===== config.mk =====
export PLATFORM = sky130hd
export DESIGN_NAME = difficulty_window_retarget
export DESIGN_NICKNAME = d
export VERILOG_FILES = /design/src/dwr_pkg.sv /design/src/dwr_muldiv.sv /design/src/difficulty_window_retarget.sv
export SDC_FILE = /design/constraint.sdc
export NUM_CORES = 2
export LEC_CHECK = 0
export BUFFER_PORTS_ARGS = -buffer_cell sky130_fd_sc_hd__clkbuf_2
export CAP_MARGIN = 30
export CORE_MARGIN = 4
export CORE_UTILIZATION = 55
export DETAILED_ROUTE_END_ITERATION = 10
export GPL_ROUTABILITY_DRIVEN = 0
export PLACE_DENSITY = 0.73
export REMOVE_ABC_BUFFERS = 1
export SETUP_SLACK_MARGIN = 0.4
export SLEW_MARGIN = 20
export SYNTH_ARGS = -nofsm -noshare
export SYNTH_HDL_FRONTEND = slang
export SYNTH_SLANG_ARGS = --single-unit

===== constraint.sdc =====
create_clock -name clock -period 15.2 [get_ports clock]
set_input_delay 3.04 -clock clock [delete_from_list [all_inputs] [get_ports clock]]
set_output_delay 3.04 -clock clock [all_outputs]
set_load 0.005 [all_outputs]

===== src/dwr_pkg.sv =====
package dwr_pkg;

   localparam int AVG_W  = 256;  // running average and decoded targets
   localparam int WORK_W = 280;  // product / quotient shift register
   localparam int MUL_W  = 23;   // small multiplier operand (act < 2^23)
   localparam int DIV_W  = 21;   // small divisor operand (tt < 2^21)

   localparam logic [30:0] FALLBACK_HEIGHT = 31'd24;
   // ceil(2^24 / 3): exact floor(x / 3) for x < 2^23
   localparam logic [23:0] RECIP3 = 24'd5592406;

   typedef struct packed {
      logic               start;
      logic [MUL_W-1:0]   m;
      logic [DIV_W-1:0]   d;
   } md_cmd_type;

   typedef struct packed {
      logic busy;
      logic done;
   } md_stat_type;

endpackage


===== src/dwr_muldiv.sv =====
// Bit-serial (a * m + b) / d. Multiply runs LSB first, one product bit a cycle,
// then restoring division MSB first, one quotient bit a cycle.
module dwr_muldiv (
   input  logic                        clock,
   input  logic                        reset,
   input  dwr_pkg::md_cmd_type         cmd,
   input  logic [dwr_pkg::AVG_W-1:0]   a_in,
   input  logic [dwr_pkg::AVG_W-1:0]   b_in,
   output dwr_pkg::md_stat_type        stat,
   output logic [dwr_pkg::WORK_W-1:0]  quo
);

   localparam logic [1:0] S_IDLE = 2'd0;
   localparam logic [1:0] S_MUL  = 2'd1;
   localparam logic [1:0] S_DIV  = 2'd2;
   localparam logic [8:0] LAST_STEP = 9'(dwr_pkg::WORK_W - 1);

   logic [1:0]                     state_ff, state_in;
   logic                           done_ff, done_in;
   logic [8:0]                     step_ff, step_in;
   logic [dwr_pkg::AVG_W-1:0]      a_ff, a_nx, b_ff, b_nx;
   logic [dwr_pkg::WORK_W-1:0]     work_ff, work_nx;
   logic [dwr_pkg::MUL_W-1:0]      m_ff, m_nx, carry_ff, carry_nx;
   logic [dwr_pkg::DIV_W-1:0]      d_ff, d_nx, rem_ff, rem_nx;
   logic [dwr_pkg::MUL_W:0]        prod;
   logic [dwr_pkg::DIV_W:0]        rem2, rem_diff;
   logic                           ge;

   always_comb begin
      prod = (a_ff[0] ? {1'b0, m_ff} : '0) + {{dwr_pkg::MUL_W{1'b0}}, b_ff[0]}
             + {1'b0, carry_ff};
      rem2 = {rem_ff, work_ff[dwr_pkg::WORK_W-1]};
      ge = rem2 >= {1'b0, d_ff};
      rem_diff = rem2 - {1'b0, d_ff};
   end

   always_comb begin
      state_in = state_ff;
      done_in = 1'b0;
      step_in = step_ff;
      a_nx = a_ff;
      b_nx = b_ff;
      work_nx = work_ff;
      m_nx = m_ff;
      d_nx = d_ff;
      carry_nx = carry_ff;
      rem_nx = rem_ff;
      unique case (state_ff)
         S_IDLE: begin
            if (cmd.start) begin
               a_nx = a_in;
               b_nx = b_in;
               m_nx = cmd.m;
               d_nx = cmd.d;
               carry_nx = '0;
               rem_nx = '0;
               step_in = '0;
               state_in = S_MUL;
            end
         end
         S_MUL: begin
            work_nx = {prod[0], work_ff[dwr_pkg::WORK_W-1:1]};
            carry_nx = prod[dwr_pkg::MUL_W:1];
            a_nx = {1'b0, a_ff[dwr_pkg::AVG_W-1:1]};
            b_nx = {1'b0, b_ff[dwr_pkg::AVG_W-1:1]};
            step_in = step_ff + 9'd1;
            if (step_ff == LAST_STEP) begin
               step_in = '0;
               state_in = S_DIV;
            end
         end
         S_DIV: begin
            work_nx = {work_ff[dwr_pkg::WORK_W-2:0], ge};
            rem_nx = ge ? rem_diff[dwr_pkg::DIV_W-1:0] : rem2[dwr_pkg::DIV_W-1:0];
            step_in = step_ff + 9'd1;
            if (step_ff == LAST_STEP) begin
               state_in = S_IDLE;
               done_in = 1'b1;
            end
         end
         default: begin
            state_in = S_IDLE;
         end
      endcase
   end

   always_ff @(posedge clock) begin
      if (reset) begin
         state_ff <= S_IDLE;
         done_ff <= 1'b0;
      end else begin
         state_ff <= state_in;
         done_ff <= done_in;
      end
      step_ff <= step_in;
      a_ff <= a_nx;
      b_ff <= b_nx;
      work_ff <= work_nx;
      m_ff <= m_nx;
      d_ff <= d_nx;
      carry_ff <= carry_nx;
      rem_ff <= rem_nx;
   end

   assign stat.busy = (state_ff != S_IDLE);
   assign stat.done = done_ff;
   assign quo = work_ff;

endmodule


===== src/difficulty_window_retarget.sv =====
// Channel  | Ports        | Contents
// req      | req_t*       | tdata: compact_bits, block_time, height; tlast: is_final
// rsp      | rsp_t*       | tdata: new_compact_bits; tuser: used_limit
// csr      | csr_*        | index 0 target_spacing, index 1 limit_compact
//
// One item at a time. A counted header runs the target decode, then the
// bit-serial multiply/divide (skipped for the first one). A final header adds
// the limit decode, a setup step, the multiply/divide (skipped on fallback) and
// compact normalization before the result register.
// Reset is synchronous; the window state returns to empty after each result.
// A waiting result does not block the next item; only a second result waits.
module difficulty_window_retarget #(
   parameter int WINDOW_BLOCKS = 24
) (
   input  logic        clock,
   input  logic        reset,
   input  logic        req_tvalid,
   output logic        req_tready,
   input  logic [95:0] req_tdata,   // compact_bits[31:0], block_time[63:32], height[94:64]
   input  logic        req_tlast,
   output logic        rsp_tvalid,
   input  logic        rsp_tready,
   output logic [31:0] rsp_tdata,   // new_compact_bits[31:0]
   output logic        rsp_tuser,   // used_limit[0]
   input  logic        csr_wr_en,
   input  logic        csr_index,
   input  logic [31:0] csr_wdata
);

   localparam logic [3:0] S_IDLE = 4'd0;
   localparam logic [3:0] S_HDEC = 4'd1;
   localparam logic [3:0] S_HMD  = 4'd2;
   localparam logic [3:0] S_FIN  = 4'd3;
   localparam logic [3:0] S_LDEC = 4'd4;
   localparam logic [3:0] S_ACT  = 4'd5;
   localparam logic [3:0] S_FMD  = 4'd6;
   localparam logic [3:0] S_ENC  = 4'd7;
   localparam logic [3:0] S_EMIT = 4'd8;

   localparam logic       IDX_SPACING = 1'b0;
   localparam logic       IDX_LIMIT   = 1'b1;
   localparam int         AW = dwr_pkg::AVG_W;

   logic [3:0]        state_ff, state_in;
   logic [15:0]       spacing_ff;
   logic [31:0]       limit_ff;
   logic [AW-1:0]     avg_ff, avg_in;
   logic [4:0]        count_ff, count_in;
   logic [31:0]       prev_ff, prev_in;
   logic [63:0]       ts_ff, ts_in;
   logic              closed_ff, closed_in;
   logic [31:0]       btime_ff, btime_in;
   logic              fin_ff, fin_in;
   logic [AW-1:0]     t_ff, t_in;
   logic [5:0]        shcnt_ff, shcnt_in;
   logic [20:0]       tt_ff, tt_in;
   logic [19:0]       lo_ff, lo_in;
   logic [22:0]       hi_ff, hi_in;
   logic [AW-1:0]     enc_ff, enc_in;
   logic [5:0]        size_ff, size_in;
   logic              used_ff, used_in;
   logic              rsp_valid_ff, rsp_valid_in;
   logic [31:0]       rsp_data_ff, rsp_data_in;
   logic              rsp_user_ff, rsp_user_in;

   dwr_pkg::md_cmd_type   md_cmd;
   dwr_pkg::md_stat_type  md_stat;
   logic [dwr_pkg::WORK_W-1:0] md_quo;
   logic [AW-1:0]         md_a, md_b;

   logic [31:0]   dec_bits;
   logic [7:0]    dec_size, dec_diff;
   logic [22:0]   dec_word;
   logic [AW-1:0] dec_t;
   logic [5:0]    dec_sh;
   logic [4:0]    cnt_new;
   logic [15:0]   sp_eff;
   logic [43:0]   lo_prod;
   logic [22:0]   act;
   logic [23:0]   mant;
   logic [7:0]    sz8;
   logic [31:0]   compact;
   logic          accept;
   logic          req_upd;

   dwr_muldiv u_md (
      .clock (clock),
      .reset (reset),
      .cmd   (md_cmd),
      .a_in  (md_a),
      .b_in  (md_b),
      .stat  (md_stat),
      .quo   (md_quo)
   );

   assign req_tready = (state_ff == S_IDLE);
   assign accept = req_tvalid && req_tready;

   // compact decode setup; the byte shifts run in HDEC / LDEC
   always_comb begin
      dec_bits = (state_ff == S_IDLE) ? req_tdata[31:0] : limit_ff;
      dec_size = dec_bits[31:24];
      dec_word = dec_bits[22:0];
      dec_diff = dec_size - 8'd3;
      dec_t = '0;
      dec_sh = '0;
      if (dec_size <= 8'd3) begin
         unique case (dec_size[1:0])
            2'd0: dec_t = '0;
            2'd1: dec_t = {{(AW-23){1'b0}}, 16'b0, dec_word[22:16]};
            2'd2: dec_t = {{(AW-23){1'b0}}, 8'b0, dec_word[22:8]};
            2'd3: dec_t = {{(AW-23){1'b0}}, dec_word};
            default: dec_t = '0;
         endcase
      end else begin
         dec_t = {{(AW-23){1'b0}}, dec_word};
         dec_sh = (dec_diff > 8'd32) ? 6'd32 : dec_diff[5:0];
      end
   end

   always_comb begin
      cnt_new = count_ff + 5'd1;
      sp_eff = (spacing_ff == 16'd0) ? 16'd1 : spacing_ff;
      lo_prod = {23'b0, tt_ff} * {20'b0, dwr_pkg::RECIP3};
      if (ts_ff[63] || ts_ff < {44'b0, lo_ff}) begin
         act = {3'b0, lo_ff};
      end else if (ts_ff > {41'b0, hi_ff}) begin
         act = hi_ff;
      end else begin
         act = ts_ff[22:0];
      end
      req_upd = 1'b0;
      if (!closed_ff && !(count_ff == 5'd0 && req_tdata[94:64] < dwr_pkg::FALLBACK_HEIGHT)
          && req_tdata[94:64] != 31'd0) begin
         req_upd = 1'b1;
      end
      mant = enc_ff[AW-1:AW-24];
      sz8 = {2'b0, size_ff};
      if (mant[23]) begin
         compact = {sz8 + 8'd1, 8'b0, mant[23:8]};
      end else begin
         compact = {sz8, mant};
      end
   end

   always_comb begin
      state_in = state_ff;
      avg_in = avg_ff;
      count_in = count_ff;
      prev_in = prev_ff;
      ts_in = ts_ff;
      closed_in = closed_ff;
      btime_in = btime_ff;
      fin_in = fin_ff;
      t_in = t_ff;
      shcnt_in = shcnt_ff;
      tt_in = tt_ff;
      lo_in = lo_ff;
      hi_in = hi_ff;
      enc_in = enc_ff;
      size_in = size_ff;
      used_in = used_ff;
      rsp_data_in = rsp_data_ff;
      rsp_user_in = rsp_user_ff;
      rsp_valid_in = rsp_valid_ff && !rsp_tready;
      md_cmd.start = 1'b0;
      md_cmd.m = {18'b0, cnt_new};
      md_cmd.d = {15'b0, {1'b0, cnt_new} + 6'd1};
      md_a = avg_ff;
      md_b = t_ff;
      unique case (state_ff)
         S_IDLE: begin
            if (accept) begin
               btime_in = req_tdata[63:32];
               fin_in = req_tlast;
               t_in = dec_t;
               shcnt_in = dec_sh;
               if (!closed_ff && !req_upd) begin
                  closed_in = 1'b1;
               end
               if (req_upd) begin
                  state_in = S_HDEC;
               end else if (req_tlast) begin
                  state_in = S_FIN;
               end
            end
         end
         S_HDEC: begin
            if (shcnt_ff != 6'd0) begin
               t_in = {t_ff[AW-9:0], 8'b0};
               shcnt_in = shcnt_ff - 6'd1;
            end else begin
               count_in = cnt_new;
               if (prev_ff != 32'd0) begin
                  ts_in = ts_ff + ({32'b0, prev_ff} - {32'b0, btime_ff});
               end
               prev_in = btime_ff;
               if (cnt_new >= 5'(WINDOW_BLOCKS)) begin
                  closed_in = 1'b1;
               end
               if (count_ff == 5'd0) begin
                  avg_in = t_ff;
                  state_in = fin_ff ? S_FIN : S_IDLE;
               end else begin
                  md_cmd.start = 1'b1;
                  state_in = S_HMD;
               end
            end
         end
         S_HMD: begin
            if (md_stat.done) begin
               avg_in = md_quo[AW-1:0];
               state_in = fin_ff ? S_FIN : S_IDLE;
            end
         end
         S_FIN: begin
            t_in = dec_t;
            shcnt_in = dec_sh;
            tt_in = {16'b0, count_ff} * {5'b0, sp_eff};
            state_in = S_LDEC;
         end
         S_LDEC: begin
            lo_in = lo_prod[43:24];
            hi_in = {2'b0, tt_ff} + {1'b0, tt_ff, 1'b0};
            if (shcnt_ff != 6'd0) begin
               t_in = {t_ff[AW-9:0], 8'b0};
               shcnt_in = shcnt_ff - 6'd1;
            end else begin
               state_in = S_ACT;
            end
         end
         S_ACT: begin
            if (count_ff == 5'd0) begin
               enc_in = t_ff;
               size_in = 6'd32;
               used_in = 1'b1;
               state_in = S_ENC;
            end else begin
               md_cmd.start = 1'b1;
               md_cmd.m = act;
               md_cmd.d = tt_ff;
               md_b = '0;
               state_in = S_FMD;
            end
         end
         S_FMD: begin
            if (md_stat.done) begin
               size_in = 6'd32;
               if (md_quo > {24'b0, t_ff}) begin
                  enc_in = t_ff;
                  used_in = 1'b1;
               end else begin
                  enc_in = md_quo[AW-1:0];
                  used_in = 1'b0;
               end
               state_in = S_ENC;
            end
         end
         S_ENC: begin
            // normalize so the top byte holds the most significant nonzero byte
            if (size_ff != 6'd0 && enc_ff[AW-1:AW-8] == 8'd0) begin
               enc_in = {enc_ff[AW-9:0], 8'b0};
               size_in = size_ff - 6'd1;
            end else begin
               state_in = S_EMIT;
            end
         end
         S_EMIT: begin
            if (!rsp_valid_ff || rsp_tready) begin
               rsp_valid_in = 1'b1;
               rsp_data_in = compact;
               rsp_user_in = used_ff;
               avg_in = '0;
               count_in = '0;
               prev_in = '0;
               ts_in = '0;
               closed_in = 1'b0;
               state_in = S_IDLE;
            end
         end
         default: begin
            state_in = S_IDLE;
         end
      endcase
   end

   always_ff @(posedge clock) begin
      if (reset) begin
         state_ff <= S_IDLE;
         spacing_ff <= 16'd60;
         limit_ff <= 32'd504365040;
         avg_ff <= '0;
         count_ff <= '0;
         prev_ff <= '0;
         ts_ff <= '0;
         closed_ff <= 1'b0;
         rsp_valid_ff <= 1'b0;
      end else begin
         state_ff <= state_in;
         avg_ff <= avg_in;
         count_ff <= count_in;
         prev_ff <= prev_in;
         ts_ff <= ts_in;
         closed_ff <= closed_in;
         rsp_valid_ff <= rsp_valid_in;
         if (csr_wr_en) begin
            unique case (csr_index)
               IDX_SPACING: spacing_ff <= csr_wdata[15:0];
               IDX_LIMIT:   limit_ff <= csr_wdata;
               default: ;
            endcase
         end
      end
      btime_ff <= btime_in;
      fin_ff <= fin_in;
      t_ff <= t_in;
      shcnt_ff <= shcnt_in;
      tt_ff <= tt_in;
      lo_ff <= lo_in;
      hi_ff <= hi_in;
      enc_ff <= enc_in;
      size_ff <= size_in;
      used_ff <= used_in;
      rsp_data_ff <= rsp_data_in;
      rsp_user_ff <= rsp_user_in;
   end

   assign rsp_tvalid = rsp_valid_ff;
   assign rsp_tdata = rsp_data_ff;
   assign rsp_tuser = rsp_user_ff;

endmodule


After elaboration in Yosys (flattened, before gate mapping). Index checks and enable logic that the tools add are counted.

Memories: 0. Latch bits: 0. Output and inout port bits: 35. RAM bits: 0. Logic and storage cells: 239. Bits in read-only memories: 0. Register bits after elaboration: 1957. Input port bits: 135.

Muxes and demuxes: 90. Add/sub/neg operators: 13. Reduce and logical (&&, ||, !) cells: 55. Bitwise logic cells: 3. Shifts and indexed selects: 0. Magnitude comparators: 8. Equality and inequality tests: 32. Divide/modulo/power cells: 0. Multiply operators: 2.

Operators by type and width (count): 256-bit 2-to-1 mux (14); 256-bit one-hot mux with 3 select lines (3); 256-bit one-hot mux with 2 select lines (2); 256-bit one-hot mux with 4 select lines (1); 280-bit one-hot mux with 2 select lines (1); 280-bit by 256-bit > comparator with 1-bit output (1); 64-bit 2-to-1 mux (3); 64-bit one-hot mux with 2 select lines (1); 32-bit 2-to-1 mux (3); 23-bit 2-to-1 mux (4); 64-bit adder (1); 64-bit by 23-bit > comparator with 1-bit output (1); 64-bit by 20-bit less-than comparator with 1-bit output (1); 32-bit one-hot mux with 2 select lines (1); 23-bit one-hot mux with 2 select lines (1); 45-bit 2-to-1 mux (1); 21-bit by 22-bit multiplier with 43-bit output (second input constant) (1); 21-bit 2-to-1 mux (2); 6-bit 2-to-1 mux (7); 21-bit one-hot mux with 2 select lines (1); 4-bit 2-to-1 mux (9); 4-bit one-hot mux with 9 select lines (1); 6-bit one-hot mux with 3 select lines (2); 32-bit by 32-bit subtractor with 33-bit output (1); other kinds (60) (140).

Depth between registers and ports, before layout.
Depth in word-level cells: 11. Gate-level depth with buffers: 28. Depth with buffers taken out: 27.

Modules after synthesis. From an unflattened synthesis, not the netlist that was laid out.

Cells, all modules: 9337. Area, all modules: 106801.2 um^2.

By module, submodules not included: difficulty_window_retarget (instances 1, cells an instance 7057, area an instance 67374.6 um^2); dwr_muldiv (instances 1, cells an instance 2280, area an instance 39426.6 um^2).

Worst setup path after synthesis. Ideal clock, no wire load.

Kind: register to register. From: register state_ff[0]. To: register enc_ff[0] (enable). Arrival: 14.191 ns. Path slack: 0.037 ns. Data required time: 14.228 ns. Cell stages (with the launch flop): 11. Clock period less this slack: 15.163 ns. Cell sequence: dfxtp_1 clkbuf_1 inv_1 clkbuf_1 nor2_1 and3_1 clkbuf_1 nand4_1 inv_1 o21ai_0 a21oi_1.

Word-level cells in the longest chain between the ends: 3. Elaborated cells on any way between the ends: 8. Those cells by class: eq/ne: 6; reduce/logical: 2.

Ends and longest elaborated chain: from (decl) (line difficulty_window_retarget.sv:44) `logic [3:0] state_ff, state_in;`; from (signal assigned) (line difficulty_window_retarget.sv:299) `state_ff <= state_in;`; 4-bit by 3-bit == test with 1-bit output (line difficulty_window_retarget.sv:171) `unique case (state_ff)`; 2-bit inequality test (no line) (tied with other cells); 4-bit AND reduction (no line) (*); to (signal assigned) (line difficulty_window_retarget.sv:321) `enc_ff <= enc_in;`; to (decl) (line difficulty_window_retarget.sv:59) `logic [AW-1:0] enc_ff, enc_in;`.

Mark *: on every way between the ends. The rest lies on a longest branch, timed or not. A chain may end at the register's enable or synchronous reset.

Worst setup path in the final report.
From: register tt_ff[6]. To: register lo_ff[19], data pin.

Word-level cells in the longest chain between the ends: 1.

Ends and longest elaborated chain: from (decl) (line difficulty_window_retarget.sv:56) `logic [20:0] tt_ff, tt_in;`; from (signal assigned) (line difficulty_window_retarget.sv:318) `tt_ff <= tt_in;`; 21-bit by 22-bit multiplier with 43-bit output (line difficulty_window_retarget.sv:124) `lo_prod = {23'b0, tt_ff} * {20'b0, dwr_pkg::RECIP3};`; net lo_prod[43] (line difficulty_window_retarget.sv:78) `logic [43:0] lo_prod;`; to (signal assigned) (line difficulty_window_retarget.sv:319) `lo_ff <= lo_in;`; to (decl) (line difficulty_window_retarget.sv:57) `logic [19:0] lo_ff, lo_in;`.

The timed path passes the listed nets, and every way through them passes these cells.

==> results.sh <==
export IMPL_cts_setup_buffers=0
export IMPL_drtPass1Iterations=8
export IMPL_layout_nets=9997
export IMPL_cts_made_buffers=201
export IMPL_setup_violations_final=0
export IMPL_holdCritStartpoint="used_ff"
export IMPL_critPathKind="flop to flop"
export IMPL_clock_sinks=1955
export IMPL_seq_power_share_pct=36.7
export IMPL_dpl_cell_area_sq_um=108000
export IMPL_critPathLaunchType="flop"
export IMPL_vias_per_cell=6.20
export IMPL_start_util_pct=55.5
export IMPL_clk_path_buf_depth=3
export IMPL_htree_levels=4
export IMPL_routed_wl_met3_um=18800
export IMPL_worst_pin_slew_ns=1.23
export IMPL_clock_latency_ns=0.86
export IMPL_mostFrequentLayoutCell="edfxtp_1"
export IMPL_maxCapViolations=0
export IMPL_vias=72500
export IMPL_power_density_nw_per_um2=188
export IMPL_ff2ff_setup_slack_ns=7.47
export IMPL_gr_usage_all_layers_pct=25.4
export IMPL_first_iter_violations=7394
export IMPL_dieArea_sq_um=197000
export IMPL_power_leakage_nw=44.5
export IMPL_antenna_found_initial=3
export IMPL_cts_root_buf="clkbuf_16"
export IMPL_cp_arrival_ns=8.29
export IMPL_p_int_w=0.0137
export IMPL_rr_startpoint="tt_ff[6]"
export IMPL_topRoutingLayerUsed="met4"
export IMPL_outcome="completed"
export IMPL_critPathMaxStageDelay_ns=0.61
export IMPL_path_clk_slew_ns=0.06
export IMPL_hpwl_um=164000
export IMPL_hold_viol_final=0
export IMPL_synth_cell_area_sq_um=105000
export IMPL_ant_nets=0
export IMPL_placedCellCount=11300
export IMPL_grt_pass1_wl_um=407000
export IMPL_fmax_mhz=129
export IMPL_ys_ff_latch=1955
export IMPL_area_growth_pct=9.25
export IMPL_fin_hold_ws_ns=0.446
export IMPL_wl_um=256000
export IMPL_p_comb_share_pct=40.2
export IMPL_coreArea_sq_um=189000
export IMPL_clkPwrFrac_pct=23.1
export IMPL_cp_max_fo=5
export IMPL_wl_met2_um=120000
export IMPL_drc=0
export IMPL_slew_headroom_pct=18.0
export IMPL_die_y_um=444
export IMPL_synth_flop_cell="edfxtp_1"
export IMPL_fp_dieW_um=444
export IMPL_ir_drop_uv=421
export IMPL_ctsResizeCount=0
export IMPL_crit_buf_inv=5
export IMPL_syn_avg_cell_area_sq_um=11.5
export IMPL_synth_cell_types=84
export IMPL_met1_length_um=109000
export IMPL_slowest_stage="fa_1"
export IMPL_syn_instance_count=9089
export IMPL_p_sw_w=0.00789
export IMPL_pre_cts_slack_ns=7.56
export IMPL_ios=170
export IMPL_ys_warn_count=0
export IMPL_grt_setup_unrepaired="false"
export IMPL_synth_edf_count=1542
export IMPL_end_kind="flop"
export IMPL_grt_pass1_vias=73600
export IMPL_design_area_sq_um=114000
export IMPL_drive_gt1_share_pct=13.1
export IMPL_crit_required_ns=15.76
export IMPL_cts_hold_buf=0
export IMPL_grt_max_degree=191
export IMPL_setup_worst_path_start="tt_ff[6]"
export IMPL_wire_per_inst_um=21.9
export IMPL_setup_tns_ns=0
export IMPL_yosysSeqAreaShare_pct=52.1
export IMPL_io_buffers=164
export IMPL_drv_slew=0
export IMPL_setup_slack_ns=7.47
export IMPL_p_sw_share_pct=36.6
export IMPL_min_period_over_period_pct=50.9
export IMPL_num_fill_cells=14900
export IMPL_tritoncts="built"
export IMPL_overflow=0
export IMPL_fin_skew_ns=0.0584
export IMPL_stdcell_count=11700
export IMPL_final_cell_mix="edfxtp_1 (1542), nor2_1 (741), ha_1 (662)"
export IMPL_async_reset_ff_share_pct=0
export IMPL_fp_row_count=159
export IMPL_min_period_ns=7.73
export IMPL_hold_path_class="flop to flop"
export IMPL_cpLargestDelayFamily="adder cells"
-- synthesized netlist by cell type (all sizes together) (6+ instances only) --
| library cell | count | area share (%) |
|---|---|---|
| a21o | 200 | 1.4 |
| o21bai | 20 | 0.14 |
| nor2b | 78 | 0.47 |
| or3 | 17 | 0.10 |
| and2 | 338 | 2.0 |
| mux2i | 61 | 0.58 |
| clkbuf | 458 | 1.6 |
| a211oi | 50 | 0.36 |
| xor2 | 67 | 0.56 |
| nand2b | 34 | 0.20 |
| edfxtp | 1542 | 44 |
| or2 | 14 | 0.084 |
| o21a | 29 | 0.21 |
| inv | 657 | 2.4 |
| nand2 | 631 | 2.3 |
| nor3b | 11 | 0.079 |
| o22ai | 13 | 0.078 |
| fa | 172 | 3.3 |
| a221o | 252 | 2.4 |
| nor2 | 746 | 2.7 |
| a41oi | 6 | 0.050 |
| a31oi | 23 | 0.14 |
| nor3 | 331 | 1.6 |
| a2111oi | 6 | 0.050 |
| nand4 | 98 | 0.59 |
| o32ai | 8 | 0.067 |
| a31o | 6 | 0.050 |
| a221oi | 266 | 2.2 |
| a22oi | 37 | 0.27 |
| nand3 | 82 | 0.39 |
| nand3b | 25 | 0.18 |
| o31ai | 265 | 1.9 |
| and4 | 16 | 0.13 |
| ha | 665 | 7.9 |
| and3b | 6 | 0.050 |
| and3 | 16 | 0.096 |
| buf | 72 | 0.49 |
| xnor2 | 128 | 1.1 |
| a21oi | 351 | 1.7 |
| dfxtp | 413 | 7.9 |
| o21ai | 167 | 0.80 |
| o211ai | 8 | 0.057 |
| mux2 | 578 | 6.2 |
| nor4 | 59 | 0.37 |
| a21boi | 6 | 0.043 |
-- routing by layer --
layer  vias to the layer above  global-route usage (%)
li1                      33500                       -
met1                     35600                    34.9
met2                      2994                    41.2
met3                       450                    3.92
met4                         0                    8.92
met5                         -                       0
-- through the flow --
step | total power [W] | util [%]
floorplan | 0.0146 | -
global placement | 0.0162 | 57.0
detailed placement | 0.0165 | 57.0
CTS | 0.0216 | 60.6
global route | 0.0230 | 60.7
finish | 0.0216 | 60.7
-- cell families (layout without fill, tap and decap cells) --
kind of cell / Yosys count / after routing / synth area share [%]
other: 1 / 3 / 0.00358
xor gates and xnor gates: 195 / 195 / 1.63
AOI/OAI and AO/OA: 1755 / 1755 / 12.3
DFF: 1955 / 1955 / 52.1
adders and majority gates: 837 / 837 / 11.2
and+or+nand+nor: 2517 / 2517 / 11.4
buffers and inverters: 1190 / 1303 / 4.50
muxes: 639 / 639 / 6.80
-- worst reg2reg max path: cells and delay by family, from the launching register on --
| family | cells | cell delay, ns |
|---|---|---|
| and+or+nand+nor | 2 | 0.38 |
| xor gates and xnor gates | 2 | 0.22 |
| DFF | 1 | 0.53 |
| AOI/OAI and AO/OA | 9 | 2.36 |
| buffers and inverters | 5 | 0.40 |
| adders and majority gates | 8 | 3.58 |
-- power by group through the flow --
stage          Clock, W  Combinational, W  Sequential [W]
5_1_grt         0.00528           0.00976         0.00799
3_3_place_gp          0           0.00827         0.00797
6_report        0.00498           0.00867         0.00791
2_1_floorplan         0           0.00661         0.00803
3_5_place_dp          0           0.00855         0.00799
4_1_cts         0.00506           0.00865         0.00789
-- final timing paths --
kind / end / depth (start not counted)
worst max register to register: lo_ff[19] / 26
worst min register to register: rsp_tuser / 0
worst max-delay path: lo_ff[19] / 26
worst min-delay path: rsp_tuser / 0
-- sequential cells by signal (all words and copies together), names as in the netlist, 23 cells and up --
name and count:
u_md.quo 280, avg_ff 256, enc_ff 256, t_ff 256
u_md.a_ff 256, u_md.b_ff 256, ts_ff 64, btime_ff 32
prev_ff 32, limit_ff 31, rsp_tdata 30, hi_ff 23
u_md.carry_ff 23, u_md.m_ff 23
-- area by class of cell --
class                   count  area [sq um]  area share (%)
flip-flops and latches   1955         54600            47.7
multi-input cells        5945         45700            39.9
clock buffers             290          5790            5.06
well taps                2495          3120            2.73
inverters                 660          2480            2.17
repair buffers            262          1850            1.61
clock inverters            91           947           0.828
diodes                      1          2.50         0.00219
No activity file was read; power rests on OpenSTA's default activity.
